[config.mk]
export PLATFORM = sky130hd
export DESIGN_NAME = escaped_packet_deframer_crc16_core
export DESIGN_NICKNAME = d
export VERILOG_FILES = /design/src/design/epdcrc_pkg.sv /design/src/design/epdcrc_ctrl.sv /design/src/design/epdcrc_dp.sv /design/src/design/escaped_packet_deframer_crc16_core.sv
export SDC_FILE = /design/constraint.sdc
export NUM_CORES = 2
export LEC_CHECK = 0
export ABC_AREA = 1
export BUFFER_PORTS_ARGS = -buffer_cell sky130_fd_sc_hd__buf_2
export CAP_MARGIN = 20
export CORE_AREA = 8 8 283 558
export CTS_BUF_LIST = sky130_fd_sc_hd__clkbuf_4 sky130_fd_sc_hd__clkbuf_8
export DETAILED_ROUTE_END_ITERATION = 8
export DIE_AREA = 0 0 291 566
export PLACE_DENSITY_LB_ADDON = 0.08
export RECOVER_POWER = 100
export SYNTH_ARGS = -nofsm -noshare
export SYNTH_HDL_FRONTEND = slang
export SYNTH_HIERARCHICAL = 1
export SYNTH_SLANG_ARGS = --single-unit
[constraint.sdc]
create_clock -name clk -period 12.6 [get_ports clk]
set_input_delay 2.52 -clock clk [delete_from_list [all_inputs] [get_ports clk]]
set_output_delay 2.52 -clock clk [all_outputs]
set_load 0.01 [all_outputs]
[src/design/epdcrc_pkg.sv]
// ----------------------------------------------------------------------------
// epdcrc_pkg
// Types and codes shared by the deframer controller, datapath and checker.
// ----------------------------------------------------------------------------
`default_nettype none

package epdcrc_pkg;

  // line codes
  localparam logic [7:0] CODE_NUL   = 8'h00;
  localparam logic [7:0] CODE_SYN   = 8'h16;
  localparam logic [7:0] CODE_STX   = 8'h02;
  localparam logic [7:0] CODE_ETX   = 8'h03;
  localparam logic [7:0] CODE_ESC   = 8'h1B;
  localparam logic [7:0] ESC_OFFSET = 8'h40;

  // operations and result kinds
  localparam logic OP_LINE     = 1'b0;
  localparam logic OP_READ     = 1'b1;
  localparam logic KIND_PACKET = 1'b0;
  localparam logic KIND_READ   = 1'b1;

  // config port
  localparam int CFG_IDX_W  = 2;
  localparam int CFG_DATA_W = 16;
  localparam int LIMIT_W    = 9;
  localparam logic [CFG_IDX_W-1:0] REG_BUFFER_LIMIT   = 2'd0;
  localparam logic [CFG_IDX_W-1:0] REG_CRC_POLYNOMIAL = 2'd1;
  localparam logic [CFG_IDX_W-1:0] REG_CRC_INITIAL    = 2'd2;
  localparam logic [LIMIT_W-1:0]   LIMIT_RESET = 9'd256;
  localparam logic [15:0]          POLY_RESET  = 16'h1021;
  localparam logic [15:0]          INIT_RESET  = 16'h1D0F;

  // byte classes
  localparam int CLS_W = 3;
  localparam logic [CLS_W-1:0] CLS_IGNORE = 3'd0;
  localparam logic [CLS_W-1:0] CLS_STX    = 3'd1;
  localparam logic [CLS_W-1:0] CLS_ETX    = 3'd2;
  localparam logic [CLS_W-1:0] CLS_ESC    = 3'd3;
  localparam logic [CLS_W-1:0] CLS_DATA   = 3'd4;

  typedef struct packed {
    logic       operation;
    logic [7:0] line_byte;
    logic [7:0] read_index;
  } in_item_t;

  typedef struct packed {
    logic       result_kind;
    logic [7:0] packet_length;
    logic [7:0] read_data;
  } out_item_t;

  // controller -> datapath
  typedef struct packed {
    logic store_wr;
    logic unescape;
    logic cnt_clear;
    logic crc_load;
    logic rd_en;
    logic emit_pkt;
  } cmd_t;

  // datapath -> controller
  typedef struct packed {
    logic [CLS_W-1:0] byte_class;
    logic             full;
    logic             ge2;
    logic             crc_match;
  } stat_t;

endpackage

`default_nettype wire

[src/design/epdcrc_ctrl.sv]
// ----------------------------------------------------------------------------
// epdcrc_ctrl
// Frame state machine: hunt for STX / receive, escape mark, command decode.
// ----------------------------------------------------------------------------
`default_nettype none

module epdcrc_ctrl (
  input  wire                 clk,
  input  wire                 rst_n,
  input  wire                 start,
  input  wire                 in_operation,
  input  epdcrc_pkg::stat_t   status,
  output epdcrc_pkg::cmd_t    cmd,
  output logic                busy
);
  import epdcrc_pkg::*;

  localparam logic ST_HUNT = 1'b0;
  localparam logic ST_RECV = 1'b1;

  logic state_r, state_nxt;
  logic esc_r, esc_nxt;
  logic busy_r;
  logic accept;

  assign accept = start && !busy_r;
  assign busy   = busy_r;

  always_comb begin
    cmd       = '0;
    state_nxt = state_r;
    esc_nxt   = esc_r;
    if (accept) begin
      if (in_operation == OP_READ) begin
        cmd.rd_en = 1'b1;
      end else begin
        case (status.byte_class)
          CLS_STX: begin
            state_nxt     = ST_RECV;
            esc_nxt       = 1'b0;
            cmd.cnt_clear = 1'b1;
            cmd.crc_load  = 1'b1;
          end
          CLS_ESC: begin
            esc_nxt = 1'b1;
          end
          CLS_ETX: begin
            state_nxt     = ST_HUNT;
            cmd.cnt_clear = 1'b1;
            cmd.emit_pkt  = (state_r == ST_RECV) && status.ge2 && status.crc_match;
          end
          CLS_DATA: begin
            if (state_r == ST_RECV) begin
              if (status.full) begin
                // overflow: drop the packet, escape mark untouched
                state_nxt     = ST_HUNT;
                cmd.cnt_clear = 1'b1;
              end else begin
                cmd.store_wr = 1'b1;
                cmd.unescape = esc_r;
                esc_nxt      = 1'b0;
              end
            end
          end
          default: begin
          end
        endcase
      end
    end
  end

  always_ff @(posedge clk) begin
    if (!rst_n) begin
      state_r <= ST_HUNT;
      esc_r   <= 1'b0;
      busy_r  <= 1'b1;
    end else begin
      state_r <= state_nxt;
      esc_r   <= esc_nxt;
      busy_r  <= 1'b0;
    end
  end

endmodule

`default_nettype wire

[src/design/epdcrc_dp.sv]
// ----------------------------------------------------------------------------
// epdcrc_dp
// Datapath: config registers, byte classifier, packet store, running CRC,
// two-byte history and the result register.
// ----------------------------------------------------------------------------
`default_nettype none

module epdcrc_dp #(
  parameter int STORE_DEPTH = 256
) (
  input  wire                                        clk,
  input  wire                                        rst_n,
  input  wire                                        cfg_we,
  input  wire  [epdcrc_pkg::CFG_IDX_W-1:0]           cfg_index,
  input  wire  [epdcrc_pkg::CFG_DATA_W-1:0]          cfg_wdata,
  input  epdcrc_pkg::in_item_t                       in_item,
  input  epdcrc_pkg::cmd_t                           cmd,
  output epdcrc_pkg::stat_t                          status,
  output logic                                       out_valid,
  output epdcrc_pkg::out_item_t                      out_item
);
  import epdcrc_pkg::*;

  localparam int AW    = $clog2(STORE_DEPTH);
  localparam int CNT_W = $clog2(STORE_DEPTH + 1);
  localparam int CMP_W = (CNT_W > LIMIT_W) ? CNT_W : LIMIT_W;
  localparam int RW    = (AW > 8) ? AW : 8;

  function automatic logic [15:0] crc_fold(input logic [15:0] crc_in,
                                           input logic [7:0]  b,
                                           input logic [15:0] poly);
    logic [15:0] c;
    c = crc_in ^ {b, 8'h00};
    for (int i = 0; i < 8; i++) begin
      c = c[15] ? ({c[14:0], 1'b0} ^ poly) : {c[14:0], 1'b0};
    end
    return c;
  endfunction

  // config
  logic [LIMIT_W-1:0] limit_r;
  logic [15:0]        poly_r;
  logic [15:0]        init_r;

  always_ff @(posedge clk) begin
    if (!rst_n) begin
      limit_r <= LIMIT_RESET;
      poly_r  <= POLY_RESET;
      init_r  <= INIT_RESET;
    end else if (cfg_we) begin
      case (cfg_index)
        REG_BUFFER_LIMIT:   limit_r <= cfg_wdata[LIMIT_W-1:0];
        REG_CRC_POLYNOMIAL: poly_r  <= cfg_wdata[15:0];
        REG_CRC_INITIAL:    init_r  <= cfg_wdata[15:0];
        default: begin
        end
      endcase
    end
  end

  // byte class
  logic [CLS_W-1:0] byte_class;
  always_comb begin
    case (in_item.line_byte)
      CODE_NUL, CODE_SYN: byte_class = CLS_IGNORE;
      CODE_STX:           byte_class = CLS_STX;
      CODE_ETX:           byte_class = CLS_ETX;
      CODE_ESC:           byte_class = CLS_ESC;
      default:            byte_class = CLS_DATA;
    endcase
  end

  // count, CRC, history
  logic [CNT_W-1:0] cnt_r;
  logic [15:0]      crc_r;
  logic [7:0]       hist0_r, hist1_r;   // bytes at cnt-2 and cnt-1
  logic [7:0]       data_byte;
  logic             ge2, full;

  assign data_byte = cmd.unescape ? (in_item.line_byte - ESC_OFFSET) : in_item.line_byte;
  assign ge2  = cnt_r >= CNT_W'(2);
  assign full = (CMP_W'(cnt_r) >= CMP_W'(limit_r)) || (cnt_r == CNT_W'(STORE_DEPTH));

  always_ff @(posedge clk) begin
    if (!rst_n) begin
      cnt_r <= '0;
      crc_r <= INIT_RESET;
    end else begin
      if (cmd.cnt_clear) begin
        cnt_r <= '0;
      end else if (cmd.store_wr) begin
        cnt_r <= cnt_r + CNT_W'(1);
      end
      if (cmd.crc_load) begin
        crc_r <= init_r;
      end else if (cmd.store_wr && ge2) begin
        crc_r <= crc_fold(crc_r, hist0_r, poly_r);
      end
    end
  end

  always_ff @(posedge clk) begin
    if (cmd.store_wr) begin
      hist0_r <= hist1_r;
      hist1_r <= data_byte;
    end
  end

  assign status.byte_class = byte_class;
  assign status.full       = full;
  assign status.ge2        = ge2;
  assign status.crc_match  = ({hist1_r, hist0_r} == crc_r);

  // packet store
  logic [7:0]    mem [STORE_DEPTH];
  logic [7:0]    mem_q_r;
  logic [RW-1:0] idx_w;
  logic          oob;

  assign idx_w = RW'(in_item.read_index);
  assign oob   = {1'b0, idx_w} >= (RW+1)'(STORE_DEPTH);

  always_ff @(posedge clk) begin
    if (cmd.store_wr) begin
      mem[cnt_r[AW-1:0]] <= data_byte;
    end
  end

  always_ff @(posedge clk) begin
    if (cmd.rd_en) begin
      mem_q_r <= mem[idx_w[AW-1:0]];
    end
  end

  // result register
  logic [CMP_W-1:0] len_full;
  logic             out_valid_r;
  logic             kind_r;
  logic [7:0]       len_r;
  logic             oob_r;

  assign len_full = CMP_W'(cnt_r) - CMP_W'(2);

  always_ff @(posedge clk) begin
    if (!rst_n) begin
      out_valid_r <= 1'b0;
    end else begin
      out_valid_r <= cmd.rd_en || cmd.emit_pkt;
    end
  end

  always_ff @(posedge clk) begin
    if (cmd.rd_en || cmd.emit_pkt) begin
      kind_r <= cmd.rd_en ? KIND_READ : KIND_PACKET;
      len_r  <= cmd.rd_en ? 8'h00 : len_full[7:0];
      oob_r  <= oob;
    end
  end

  assign out_valid              = out_valid_r;
  assign out_item.result_kind   = kind_r;
  assign out_item.packet_length = len_r;
  assign out_item.read_data     = (kind_r == KIND_READ && !oob_r) ? mem_q_r : 8'h00;

endmodule

`default_nettype wire

[src/design/escaped_packet_deframer_crc16_core.sv]
// ----------------------------------------------------------------------------
// escaped_packet_deframer_crc16_core
// STX/ETX byte-stuffed deframer with a running CRC-16 check and a readable
// packet store.
// ----------------------------------------------------------------------------
//
//  channel  | ports                           | handshake
//  ---------+---------------------------------+------------------------------
//  input    | start, busy, in_item            | item taken when start && !busy
//  result   | out_valid, out_item             | one-cycle strobe, no backpressure
//  config   | cfg_we, cfg_index, cfg_wdata    | write on cfg_we, no wait
//
//  One item per cycle while busy is low. Each result (good packet length
//  or read data) shows in the cycle after its item, for exactly one cycle.
//  The byte-wide CRC fold and the store write both finish in the accept
//  cycle; a read goes through the store's registered read port.
//  busy is high only in the first cycle out of reset; the store needs no
//  clearing pass. The receiver cannot stall, so nothing else holds busy.
//
//  Structure: epdcrc_ctrl tracks framing (hunting for STX or receiving)
//  and the escape mark and issues commands; epdcrc_dp holds the store, the
//  byte counter, the CRC lagging two bytes behind the write position, a
//  two-byte history of the last stored bytes (the CRC bytes at ETX), and
//  the result register.
// ----------------------------------------------------------------------------
`default_nettype none

module escaped_packet_deframer_crc16_core #(
  parameter int STORE_DEPTH = 256
) (
  input  wire                                clk,
  input  wire                                rst_n,
  input  wire                                start,
  output logic                               busy,
  input  epdcrc_pkg::in_item_t               in_item,
  output logic                               out_valid,
  output epdcrc_pkg::out_item_t              out_item,
  input  wire                                cfg_we,
  input  wire  [epdcrc_pkg::CFG_IDX_W-1:0]   cfg_index,
  input  wire  [epdcrc_pkg::CFG_DATA_W-1:0]  cfg_wdata
);
  import epdcrc_pkg::*;

  cmd_t  cmd;
  stat_t status;

  // framing control
  epdcrc_ctrl u_ctrl (
    .clk          (clk),
    .rst_n        (rst_n),
    .start        (start),
    .in_operation (in_item.operation),
    .status       (status),
    .cmd          (cmd),
    .busy         (busy)
  );

  // store, CRC and result register
  epdcrc_dp #(
    .STORE_DEPTH (STORE_DEPTH)
  ) u_dp (
    .clk       (clk),
    .rst_n     (rst_n),
    .cfg_we    (cfg_we),
    .cfg_index (cfg_index),
    .cfg_wdata (cfg_wdata),
    .in_item   (in_item),
    .cmd       (cmd),
    .status    (status),
    .out_valid (out_valid),
    .out_item  (out_item)
  );

endmodule

`default_nettype wire

# [Word-level counts from Yosys, hierarchy flattened]
# Memories as Yosys holds them, arrays and structs flattened. A register that Yosys moved wholly into a read port is not among the register bits.
# Cells that the tools add are included.
[totals] reg_bits=95 mem_bits_rw=2048 in_bits=39 output_inout_bits=19 word_cells=98 mem_count=1
[memory_table] memory="u_dp.mem" depth=256 width=8 read_ports=1 rd_clocked_by_memory_dff=1 write_ports=1 line="epdcrc_dp.sv:115" source="logic [7:0] mem [STORE_DEPTH];"
[op_classes] n_addsub=3 magnitude_cmp=2 eq_ne=14 n_mux=34 bitwise_logic=11 reduce_logical=20
[op_table] cell="16-bit two-way mux" count=10
[op_table] cell="16-bit bitwise XOR" count=9
[op_table] cell="16-bit equality test" count=1
[op_table] cell="8-bit by 2-bit equality test with 1-bit output (second input constant)" count=2
[op_table] cell="8-bit by 5-bit equality test with 1-bit output (second input constant)" count=2
[op_table] cell="8-bit two-way mux" count=2
[op_table] cell="1-bit two-way mux" count=13
[op_table] cell="3-bit case mux with 4 select lines" count=1
[op_table] cell="9-bit by 1-bit adder with 9-bit output (second input constant)" count=1
[op_table] cell="9-bit equality test (second input constant)" count=1
[op_table] cell="9-bit by 2-bit greater-or-equal comparator with 1-bit output (second input constant)" count=1
[op_table] cell="9-bit greater-or-equal comparator" count=1
[op_table] cell="8-bit zero test" count=1
[op_table] cell="8-bit by 2-bit subtractor with 8-bit output (second input constant)" count=1
[op_table] cell="8-bit by 7-bit subtractor with 8-bit output (second input constant)" count=1
[op_table] cell="3-bit by 2-bit equality test with 1-bit output (second input constant)" count=2
[op_table] cell="6-bit two-way mux" count=1
[op_table] cell="1-bit case mux with 3 select lines" count=2
[op_table] cell="2-bit AND reduction" count=3
[op_table] cell="3-bit nonzero test" count=2
[op_table] cell="2-bit OR reduction" count=3
[op_table] cell="5-bit AND reduction" count=1
[op_table] cell="1-bit logical AND" count=4
[op_table] cell="2-bit two-way mux" count=2
[op_table] cell="15 further kinds" count=17

# [Logic depth before layout (Yosys ltp)]
[depth] depth_word=19 ltp_mapped=30 depth_no_buf=29

# [Hierarchy]
# Netlist, hierarchy kept.
[by_module_without_submodules] mod="epdcrc_dp" instances=1 cells_each=7268 area_each_um2=87705.4 seq_area_each_um2=63831.2
[by_module_without_submodules] mod="epdcrc_ctrl" instances=1 cells_each=44 area_each_um2=254.0 seq_area_each_um2=60.1

# [Worst setup path before layout]
# OpenSTA, ideal clock, no wires.
[synth_path] path_kind="input to register" from="input in_item[14] (netlist name)" to="register u_dp.hist1_r[7], data pin" setup_ns=1.582 t_arrival_ns=10.865 required_time_ns=11.018 setup_slack_ns=0.153 stages=11 n_path_buf=0 path_cell_list="inv_1 ha_1 nand2_1 or4_1 o21ai_0 nor3_1 nand2_2 nor2_2 nand2_2 nor2_1 a21oi_1"
[synth_lines] element="from (decl)" line="escaped_packet_deframer_crc16_core.sv:35" source="input epdcrc_pkg::in_item_t in_item,"
[synth_lines] element="to (signal assigned)" line="epdcrc_dp.sv:105" source="hist1_r <= data_byte;"
[synth_lines] element="to (decl)" line="epdcrc_dp.sv:76" source="logic [7:0] hist0_r, hist1_r;"

==> results.json <==
{
  "status": "finished, violations left",
  "failed_checks": "capacitance limit, slew limit",
  "setup_viol": 0,
  "ys_types": 40,
  "numCtsBuffers": 298,
  "ys_async_sr_fraction_pct": 0,
  "dp_hpwl_mm": 153.4,
  "total_power_w": 0.01420,
  "clkTransAtPathRegs_ns": 0.06,
  "clkSinkCount": 2151,
  "hold_start": "u_dp/init_r[9]$_SDFFE_PN0P_",
  "crit_type": "primary input to flop",
  "fmax_mhz": 106.6,
  "syn_nets": 7367,
  "hold_class": "flop to flop",
  "port-buffer-count": 57,
  "start_util_pct": 58.29,
  "htreeDepth": 5,
  "crit_fanout": 46,
  "fin_crit_sh_pct": 74.43,
  "gr-usage-all-layers_pct": 29.78,
  "routed_wl_mm": 253.8,
  "cts_hold_buf": 0,
  "worstMarginPinSlew_ns": 4.561,
  "rsz0062_at_grt": "false",
  "via_count": 60210,
  "routedWlPerCell_um": 26.98,
  "area_growth_pct": 8.287,
  "grt_pass1_wl_mm": 371.4,
  "cp-startpoint": "in_item[8]",
  "post_cts_buffers": 0,
  "slowest_delay_ns": 2.69,
  "grt_pass1_vias": 58060,
  "ant_nets": 0,
  "placed_cells": 8879,
  "path_depth": 16,
  "ys_ff_latch": 2151,
  "drtPass1Iterations": 6,
  "p_leak_nw": 30.47,
  "dieWidth_um": 291,
  "cp-end-kind": "flop",
  "worst_ep_arrival_time_ns": 9.81,
  "yosys_warnings": 6,
  "irDropWorstVdd_mv": 0.1498,
  "drt_iter0_markers": 7876,
  "hold_depth": 2,
  "seqPwrFrac_pct": 55.4,
  "chipHeight_um": 566,
  "preCtsSetupSlack_ns": 5.255,
  "finalNonFillerCells": 9408,
  "r2r_start": "u_dp/cnt_r[0]$_SDFFE_PP0P_",
  "setup_tns_ns": 0,
  "cp_top_family": "buffers and inverters",
  "whs_ns": 0.4555,
  "clockBufferDepth": 4,
  "power_density_nw_per_um2": 149.1,
  "overflow": 0,
  "drv_cap": 33,
  "layout_min_cycle_time_ns": 9.378,
  "rows": 202,
  "synth_edf_count": 2081,
  "netSwitchingFraction_pct": 23.45,
  "synthCells": 7312,
  "crit_chain": "clkbuf_1 > nand2_1 > nor3_1 > nand4_1 > o21ai_0 > nor3_1 > nand2_2 > nor2_1 > nand2_1 > inv_1 > buf_4 > nand2_1 > inv_1 > nand2_1 > clkbuf_1 > nor2_1",
  "post_synth.cell_area_avg_um2": 12.03,
  "power.internal_w": 0.01087,
  "drv_slew": 1296,
  "cts_tree": "done",
  "skew_ns": 0.06609,
  "path_common_cell": "nand2_1",
  "core_um2": 150900,
  "setup_ws_ns": 3.222,
  "hold_viol": 0,
  "crit_slowest_cell": "clkbuf_1",
  "insertion_delay_ns": 0.91,
  "grt_max_degree": 197,
  "antenna_found_initial": 8,
  "ctsResizeCount": 0,
  "combPwrFrac_pct": 6.8,
  "timing.max_slew.rel_slack_pct": -204.1,
  "synth_top_flop_cell": "edfxtp_1",
  "pin_count": 58,
  "vias_per_cell": 6.400,
  "yosysSeqAreaShare_pct": 72.64,
  "place.gp.congestion": 0.9081,
  "drive_gt1_share_pct": 8.171,
  "drcViolationCount": 0,
  "crit_buf_inv": 5,
  "pwr-share-clk_pct": 37.9,
  "switchingPower_w": 0.003331,
  "crit_path_start_kind": "primary input",
  "worstPathRequired_ns": 13.03,
  "cts-root-buf": "clkbuf_8",
  "reg2regPathDepth": 19,
  "syn_area_um2": 87960,
  "nNetsFinal": 7298,
  "die_area_um2": 164700
}
## sequential cells by signal (all words and copies together) (netlist names)
name / count
u_dp/hist1_r: 8
u_dp/hist0_r: 8
u_dp/kind_r: 1
u_dp/poly_r: 16
u_dp/cnt_r: 9
u_dp/init_r: 16
u_dp/out_valid: 1
u_ctrl/state_r: 1
u_dp/mem_q_r: 8
u_ctrl/busy: 1
u_dp/crc_r: 16
u_dp/mem: 2048
u_ctrl/esc_r: 1
u_dp/len_r: 8
u_dp/limit_r: 9
## worst paths after layout
| check | endpoint | slack [ns] |
|---|---|---|
| setup / recovery | u_dp/mem[39][7]$_DFFE_PP_ | 3.22 |
| hold / removal | u_dp/init_r[9]$_SDFFE_PN0P_ | 0.46 |
| setup reg to reg | u_dp/mem[39][7]$_DFFE_PP_ | 6.75 |
| hold reg to reg | u_dp/init_r[9]$_SDFFE_PN0P_ | 0.46 |
## stage by stage
step	instance area (um^2)	util, %
after global routing	95240	63.12
after detailed placement	89620	59.40
final	95250	63.13
after CTS	95430	63.25
after floorplan	87960	-
after global placement	89600	59.38
## cell families (layout without fill, tap and decap cells)
group	after synthesis	count (layout)	synth area share (%)
simple gates	2236	2236	9.991
flops	2151	2151	72.64
compound gates	2125	2125	13.23
buf+inv	706	859	3.125
xor+xnor	78	78	0.7852
fa+ha+maj	16	16	0.2276
other cells	0	5	0
## cell usage after synthesis (3+ instances only)
library cell / count / area, um^2
ha_1: 16 / 200.2
a221o_1: 5 / 50.05
edfxtp_1: 2081 / 62490
buf_2: 12 / 60.06
a21oi_1: 55 / 275.3
nand2_1: 330 / 1239
nor3_1: 7 / 35.03
buf_1: 6 / 22.52
xor2_1: 31 / 271.5
nand2_2: 11 / 68.82
buf_6: 7 / 78.83
nand4_1: 11 / 68.82
o21ai_0: 1372 / 6867
dfxtp_1: 70 / 1401
o21bai_1: 3 / 22.52
nor2_1: 1729 / 6490
or2_2: 3 / 18.77
nand2_4: 10 / 112.6
nor2_2: 4 / 25.02
o211ai_1: 3 / 22.52
o32ai_1: 41 / 359.1
inv_2: 4 / 15.01
clkinv_1: 4 / 15.01
o22ai_1: 644 / 4029
nand3_1: 115 / 575.6
clkbuf_1: 494 / 1854
nand3_2: 8 / 80.08
xnor2_1: 46 / 402.9
inv_1: 170 / 638.1
buf_4: 8 / 60.06
## power by group through the flow
stage	Combinational (W)	Clock (W)	Sequential [W]
floorplan	0.000550	0	0.00801
global route	0.00103	0.00571	0.00786
finish	0.000960	0.00538	0.00787
CTS	0.000944	0.00545	0.00786
global placement	0.000929	0	0.00801
detailed placement	0.000942	0	0.00801
## cells in the final DEF, fill, tap and decap left out, drive strengths merged, types with 5 or more instances in the layout
cell type	count
a21oi	55
a221o	5
buf	100
bufinv	13
clkbuf	447
clkinv	109
clkinvlp	8
dfxtp	70
diode	5
edfxtp	2081
ha	16
inv	182
nand2	352
nand3	123
nand4	11
nor2	1734
nor3	7
o21ai	1372
o22ai	644
o32ai	41
xnor2	47
xor2	31
## metal layers
metal	track usage [%]	vias to the layer above	share of wire [%]
li1	-	26530	-
met5	0	-	0.015
met2	48.00	3500	47
met4	14.14	6	5.4
met3	5.228	583	9.4
met1	39.49	29590	38
## worst register-to-register path: stages, from the launching register on
cell,delay (ns)
dfxtp_1,0.35
inv_1,0.31
ha_1,0.22
inv_1,0.08
nor2_1,0.36
inv_1,0.37
nor3_1,0.28
nor2_1,0.06
nand2_1,0.10
inv_1,0.04
nand2_1,0.08
nor2_1,0.07
nand2_1,0.12
inv_1,0.05
buf_4,0.29
nand2_1,0.18
inv_1,0.08
nand2_1,0.08
clkbuf_1,1.55
nor2_1,0.74
## cell type report
type | count | area [um^2]
Sequential cell | 2151 | 63890
Fill cell | 11600 | 55640
Clock inverter | 134 | 974.7
Inverter | 178 | 691.9
Clock buffer | 388 | 4840
Multi-Input combinational cell | 4455 | 21350
Timing Repair Buffer | 159 | 1067
Antenna cell | 5 | 12.51
Tap cell | 1938 | 2425
No activity file was read; power rests on OpenSTA's default activity.
